## config.mk

```make
export PLATFORM = sky130hd
export DESIGN_NAME = bmf_mulmod
export DESIGN_NICKNAME = d
export VERILOG_FILES = /design/src/rtl/bmf_pkg.sv /design/src/rtl/bmf_mulmod.sv
export SDC_FILE = /design/constraint.sdc
export NUM_CORES = 1
export LEC_CHECK = 0
export BUFFER_PORTS_ARGS = -buffer_cell sky130_fd_sc_hd__buf_2
export CORE_ASPECT_RATIO = 0.7
export CORE_MARGIN = 5
export CORE_UTILIZATION = 40
export DETAILED_ROUTE_END_ITERATION = 12
export PLACE_DENSITY_LB_ADDON = 0.15
export SYNTH_ARGS = -nofsm -noshare
export SYNTH_HDL_FRONTEND = slang
export SYNTH_SLANG_ARGS = --single-unit
```

## constraint.sdc

```tcl
create_clock -name clk_i -period 19.9 [get_ports clk_i]
set_input_delay 1.99 -clock clk_i [delete_from_list [all_inputs] [get_ports clk_i]]
set_output_delay 1.99 -clock clk_i [all_outputs]
set_load 0.01 [all_outputs]
```

## src/rtl/bmf_pkg.sv

```systemverilog
// Shared types and constants for the binomial-mod-prime factorial table block.
// No dependencies.
package bmf_pkg;

  localparam int unsigned VAL_W         = 31;
  localparam int unsigned N_W           = 10;
  localparam int unsigned DEPTH_DEFAULT = 1024;
  localparam int unsigned CNT_W         = 5;

  localparam logic [VAL_W-1:0] MODULUS_RESET = 31'd1000000007;

  localparam logic CFG_MODULUS   = 1'b0;
  localparam logic CFG_TABLE_TOP = 1'b1;

  localparam logic FUNC_BUILD = 1'b0;
  localparam logic FUNC_QUERY = 1'b1;

  localparam logic STATUS_OK  = 1'b0;
  localparam logic STATUS_ERR = 1'b1;

  typedef struct packed {
    logic           func;
    logic [N_W-1:0] set_size;
    logic [N_W-1:0] subset_size;
  } in_req_t;

  typedef struct packed {
    logic [VAL_W-1:0] coefficient;
    logic             status;
  } out_rsp_t;

  // request to the shared modular multiplier; a must already be below m
  typedef struct packed {
    logic             start;
    logic [VAL_W-1:0] a;
    logic [VAL_W-1:0] b;
  } mul_req_t;

  typedef struct packed {
    logic             done;
    logic [VAL_W-1:0] res;
  } mul_rsp_t;

endpackage

```

## src/rtl/bmf_mulmod.sv

```systemverilog
// Bit-serial modular multiplier: res = a * b mod m, one bit of b per cycle.
// Depends on bmf_pkg. Requires a < m; b may be any value.
module bmf_mulmod (
  input  logic                    clk_i,
  input  logic                    rst_ni,
  input  bmf_pkg::mul_req_t       req_i,
  input  logic [bmf_pkg::VAL_W-1:0] m_i,
  output bmf_pkg::mul_rsp_t       rsp_o
);
  import bmf_pkg::*;

  logic             busy_q, busy_d;
  logic             done_q, done_d;
  logic [CNT_W-1:0] cnt_q, cnt_d;
  logic [VAL_W-1:0] a_q, a_d, b_q, b_d, r_q, r_d;
  logic [VAL_W:0]   dbl, sum;
  logic [VAL_W-1:0] r2;

  // r <- (2r + bit*a) mod m, both partial values stay below 2m
  always_comb begin
    dbl = {r_q, 1'b0};
    r2  = (dbl >= {1'b0, m_i}) ? VAL_W'(dbl - {1'b0, m_i}) : VAL_W'(dbl);
    sum = {1'b0, r2} + (b_q[VAL_W-1] ? {1'b0, a_q} : '0);
  end

  always_comb begin
    busy_d = busy_q;
    done_d = 1'b0;
    cnt_d  = cnt_q;
    a_d    = a_q;
    b_d    = b_q;
    r_d    = r_q;
    if (req_i.start) begin
      busy_d = 1'b1;
      cnt_d  = CNT_W'(VAL_W - 1);
      a_d    = req_i.a;
      b_d    = req_i.b;
      r_d    = '0;
    end else if (busy_q) begin
      r_d = (sum >= {1'b0, m_i}) ? VAL_W'(sum - {1'b0, m_i}) : VAL_W'(sum);
      b_d = {b_q[VAL_W-2:0], 1'b0};
      if (cnt_q == '0) begin
        busy_d = 1'b0;
        done_d = 1'b1;
      end else begin
        cnt_d = cnt_q - 1'b1;
      end
    end
  end

  always_ff @(posedge clk_i or negedge rst_ni) begin
    if (!rst_ni) begin
      busy_q <= 1'b0;
      done_q <= 1'b0;
      cnt_q  <= '0;
    end else begin
      busy_q <= busy_d;
      done_q <= done_d;
      cnt_q  <= cnt_d;
    end
  end

  always_ff @(posedge clk_i) begin
    a_q <= a_d;
    b_q <= b_d;
    r_q <= r_d;
  end

  assign rsp_o.done = done_q;
  assign rsp_o.res  = r_q;

  a_no_start_busy: assert property (@(posedge clk_i) disable iff (!rst_ni)
    req_i.start |-> !busy_q)
    else $error("multiplier started while busy");
  a_res_below_m: assert property (@(posedge clk_i) disable iff (!rst_ni)
    done_q |-> (r_q < m_i))
    else $error("multiplier result not reduced");
  a_done_after_busy: assert property (@(posedge clk_i) disable iff (!rst_ni)
    done_q |-> $past(busy_q))
    else $error("done without a running multiply");

endmodule

```

==> impl_metrics.yaml, run 1 <==
place:
  pre_cts_ws_ns: 9.92
  dp_hpwl_um: 23400
  io_buffers: 127
  gp_congestion: 0.959
floorplan:
  fp.coreArea_um2: 23600
  rows: 47
  initial_core_util_pct: 40.5
  io-pin-count: 128
  die_w_um: 195
  die_h_um: 139
  die_area_um2: 27100
yosys:
  synth_top_area_share_pct: 19.5
  synth_top_area_cell: "edfxtp_1"
  ys_ff_latch: 100
  synthFlopType: "edfxtp_1"
  syn_area_per_cell_um2: 8.68
  synth_area_leaders: "edfxtp_1, ha_1, dfxtp_1"
  synth.cell_area_um2: 9550
  syn-instance-count: 1100
  syn-num-nets: 1294
  ys_async_sr_fraction_pct: 7.00
  synth_edf_count: 62
  yosysWarnings: 0
  synthDistinctLibCells: 66
  ys_seq_area_share_pct: 27.8
worst_setup_path:
  worstSetupPathType: "input pin to flop"
  r2r-end: "r_q[18]"
  startpoint_type: "input pin"
  worstPathArrival_ns: 9.97
  cp_slowest_cell: "fa_1"
  r2r_start: "r_q[2]"
  crit_required_ns: 20.17
  ff2ff_setup_slack_ns: 11.58
  max_stage_delay_ns: 0.49
  endpoint_kind: "flop"
  path_max_fanout: 35
  crit_end: "r_q[18]"
  critPathLaunch: "m_i[2]"
  worstRegToRegCells: 28
clock_tree:
  cts_made_buffers: 9
  cts_tree: "built"
  cts-resized-gates: 0
  cts_setup_buffers: 0
  clock_latency_ns: 0.37
  cts.sinks: 100
  clkTransAtPathRegs_ns: 0.08
  clockBufferDepth: 2
  cts_root_buf: "clkbuf_16"
  ctsHoldBuffers: 0
  h-tree-depth: 3
cells_and_area:
  mostFrequentLayoutCell: "buf_2"
  multiInputGateArea_um2: 6460
  final_nets: 1395
  seq_area_um2: 2660
  drive_gt1_share_pct: 16.7
  area_growth_pct: 12.4
  nFillCells: 2336
  layout_common_cells: "buf_2, ha_1, nand2_1, a21oi_1, nor2_1"
routing:
  drtPass1Iterations: 5
  vias_per_cell: 5.64
  ant_nets: 0
  drt-initial-drc-count: 666
  vias: 8604
  avgRoutedWirePerCell_um: 18.9
  remaining_drc_errors: 0
  routed_wl_um: 28800
job:
  cap_violations: 0
timing:
  tightest_slew_ns: 0.703
  hold_violations: 0
  fin_hold_ws_ns: 0.528
  setup_tns_ns: 0
  setup_viol: 0
  fmax_mhz: 103
  fin_ws_ns: 10.19
  maxSlewViolCount: 0
  finClkSkew_ns: 0.0157
  layout_min_cycle_time_ns: 9.71
  slew_headroom_pct: 51.9
  fin_crit_sh_pct: 48.8
  rsz0062_at_grt: "no"
global_route:
  gr-total-overflow: 0
  grt_max_degree: 59
  grt_pass1_vias: 7853
  grt_pass1_wl_um: 44700
  grtUsageTotal_pct: 20.8
  antenna_found_initial: 7
hold_path:
  min_path_type: "flop to flop"
outcome:
  status: "finished, final reports clean"
Yosys cell counts, drive strengths merged (26+ instances only):
cell    count
ha         95
nand2      90
a21oi      84
nor2       74
inv        63
edfxtp     62
mux2       56
xnor2      52
a21o       46
o21ai      46
and2       40
clkbuf     34
dfxtp      31
xor2       27
nand3      26
critical path: cells and delay by family:
family / cells / cell delay, ns
buf+inv: 5 / 1.17
xor+xnor: 1 / 0.24
compound gates: 17 / 3.83
mux: 1 / 0.43
fa+ha+maj: 3 / 1.32
simple gates: 3 / 0.91
worst min path at each step:
| stage | start | to | slack, ns | cells after the start |
|---|---|---|---|---|
| after floorplan | cnt_q[4] | cnt_q[4] | 0.49 | 2 |
| after CTS | r_q[26] | r_q[26] | 0.53 | 2 |
| after global placement | r_q[26] | r_q[26] | 0.51 | 2 |
| after global routing | r_q[24] | r_q[24] | 0.56 | 2 |
| after detailed placement | cnt_q[4] | cnt_q[4] | 0.51 | 2 |
| final | r_q[1] | r_q[1] | 0.53 | 2 |
metrics by stage:
step / instances / utilization (%) / area [um2]
after detailed placement: 1508 / 44.2 / 10400
after floorplan: 1100 / - / 9550
after global routing: 1526 / 45.5 / 10700
final: 1526 / 45.5 / 10700
after CTS: 1524 / 45.5 / 10700
after global placement: 1508 / 44.2 / 10400
cell families after synthesis:
| kind of cell | synth area share (%) |
|---|---|
| AOI/OAI and AO/OA | 22.9 |
| xor gates and xnor gates | 7.25 |
| adders and majority gates | 13.1 |
| buffers and inverters | 4.52 |
| DFF | 27.8 |
| muxes | 7.80 |
| and+or+nand+nor | 16.6 |
final cells by class:
type / count / area share [%]
sequential: 100 / 24.8
antenna: 2 / 0.0466
tap: 318 / 3.71
multi-input combinational: 894 / 60.2
timing repair buffer: 133 / 6.37
inverter: 63 / 2.20
clock buffer: 9 / 2.10
clock inverter: 7 / 0.630
flip-flops by register name, indices dropped and copies added, names as in the netlist:
signal	count
busy_q	1
r_q	31
b_q	31
done_q	1
a_q	31
cnt_q	5
per-layer routing:
| metal | wire length, um | global-route usage [%] |
|---|---|---|
| met1 | 15200 | 34.1 |
| met2 | 10200 | 26.1 |
| met3 | 3160 | 7.01 |
| met4 | 214 | 3.11 |
| met5 | 49 | 0 |
Power of run 1 is left out: the tool's default activity adds up to more than one toggle a clock period on the data nets, which glitch-free logic cannot reach.
==> run 2, diff against run 1 <==
ABC_AREA = 1   (was not set)
clock period = 8.4 ns   (was 19.9 ns; I/O delays follow)
==> impl_metrics.yaml, run 2 <==
global_route:
  gr-total-overflow: 0
  grtUsageTotal_pct: 24.3
  use_met1_pct: 37.9
  busiest_layer: "met1"
  grt_pass1_vias: 10300
  grtUsageMet2_pct: 35.0
  antenna_found_initial: 0
  grt_pass1_wl_um: 58600
  grt_use_met3_pct: 4.58
  grt_max_degree: 50
yosys:
  synth_top_area_cell: "nand2_1"
  ys_seq_area_share_pct: 24.3
  synth_edf_count: 62
  syn_area_per_cell_um2: 6.09
  syn-num-nets: 1986
  synthMuxAreaShare_pct: 0
  synth_area_leaders: "nand2_1, edfxtp_1, inv_1"
  ys_async_sr_fraction_pct: 7.00
  yosysWarnings: 0
  synth.most_common_cell: "nand2_1"
  synth_simple_gate_area_share_pct: 37.1
  synth_top_family_by_area: "simple AND/OR/NAND/NOR gates"
  synthFlopType: "edfxtp_1"
  synth_top_area_share_pct: 23.2
  syn-instance-count: 1792
  ys_ff_latch: 100
  synth.cell_area_um2: 10900
  yosys-top-cells-count: "nand2_1, inv_1, nor2_1, nand3_1, ha_1"
  synth_xor_area_share_pct: 4.49
  synth_compound_area_share_pct: 10.0
  synth-adder-area-share_pct: 11.4
  synthDistinctLibCells: 45
clock_tree:
  cts.sinks: 100
  cts_made_buffers: 9
  clkTransAtPathRegs_ns: 0.08
  ctsHoldBuffers: 0
  clockBufferDepth: 2
  h-tree-depth: 3
  cts_setup_buffers: 0
  cts_root_buf: "clkbuf_16"
  clock_latency_ns: 0.37
  cts_tree: "built"
  cts-resized-gates: 0
timing:
  setup_tns_ns: 0
  fin_ws_ns: 1.40
  fin_crit_sh_pct: 83.3
  slew_headroom_pct: 30.6
  tightest_slew_ns: 1.04
  setup_viol: 0
  hold_violations: 0
  fmax_mhz: 143
  layout_min_cycle_time_ns: 7.00
  rsz0062_at_grt: "no"
  finClkSkew_ns: 0.0127
  maxSlewViolCount: 0
routing:
  remaining_drc_errors: 0
  avgRoutedWirePerCell_um: 16.9
  vias_per_cell: 5.06
  vias: 11500
  ant_nets: 0
  routed_wl_um: 38500
  drt-initial-drc-count: 1156
  drtPass1Iterations: 5
cells_and_area:
  drive_gt1_share_pct: 9.03
  largest_registers: "a_q x31, b_q x31, r_q x31"
  final_nets: 2104
  seq_area_um2: 2660
  layout_common_cells: "nand2_1, inv_1, nor2_1, buf_2, nand3_1"
  area_growth_pct: 12.1
  mostFrequentLayoutCell: "nand2_1"
  nFillCells: 2984
  antenna_cells: 0
  multiInputGateArea_um2: 6880
floorplan:
  die_area_um2: 30800
  die_h_um: 148
  rows: 50
  fp.coreArea_um2: 26800
  io-pin-count: 128
  die_w_um: 207
  initial_core_util_pct: 40.7
hold_path:
  min_path_type: "input pin to async pin"
worst_setup_path:
  worstSetupPathType: "input pin to flop"
  critical_path.top_delay_family: "simple AND/OR/NAND/NOR gates"
  max_stage_delay_ns: 0.54
  path_max_fanout: 32
  critPathBufInv: 4
  worstPathArrival_ns: 7.24
  startpoint_type: "input pin"
  crit_required_ns: 8.64
  cp_slowest_cell: "fa_1"
  endpoint_kind: "flop"
  cpMostUsedCell: "nand2_1"
outcome:
  status: "finished, final reports clean"
job:
  cap_violations: 0
place:
  dp_hpwl_um: 32400
  gp_congestion: 0.973
  pre_cts_ws_ns: 1.32
  io_buffers: 127
## run 2: cell count changes after synthesis, sizes merged, moves of 24 or more
cell   change
mux2      -56
xnor2     -28
nor2      +59
nand3    +101
inv      +258
nand2    +588
a21o      -40
and2      -38
o21ai     +24
## run 2: worst paths after layout
kind	end	cells after the start	slack (ns)	start
min in group clk_i	cnt_q[4]	2	0.51	cnt_q[4]
setup / recovery	r_q[2]	34	1.40	m_i[16]
hold reg to reg	cnt_q[4]	2	0.51	cnt_q[4]
setup reg to reg	r_q[2]	32	1.63	r_q[15]
max in group asynchronous	cnt_q[4]	1	7.93	rst_ni
hold / removal	busy_q	1	0.30	rst_ni
## run 2: layout make-up
class	instances	share of cell area (%)
multi-input combinational	1340	56.3
sequential	100	21.7
inverter	321	9.85
timing repair buffer	138	5.87
tap	364	3.72
clock buffer	10	1.95
clock inverter	6	0.644
## run 2: cells by family after synthesis
group	Yosys count
and+or+nand+nor	990
buffers and inverters	352
AOI/OAI and AO/OA	196
DFF	100
adders and majority gates	98
xor gates and xnor gates	56
## run 2: layer usage
layer,vias to the layer above,routed length (um)
met1,5229,19400
met5,-,0
met4,0,446
met3,25,3260
met2,388,15400
li1,5894,-
## run 2: metrics by stage
| step | hold slack (ns) | cell area [um2] | utilization [%] | std cells |
|---|---|---|---|---|
| finish | 0.297 | 12200 | 45.6 | 2279 |
| global route | 0.291 | 12200 | 45.6 | 2279 |
| CTS | 0.289 | 12200 | 45.6 | 2279 |
| detailed placement | 0.492 | 11900 | 44.4 | 2263 |
| global placement | 0.494 | 11900 | 44.4 | 2263 |
| floorplan | 0.473 | 10900 | - | 1792 |
Power of run 2 is left out for the same reason.
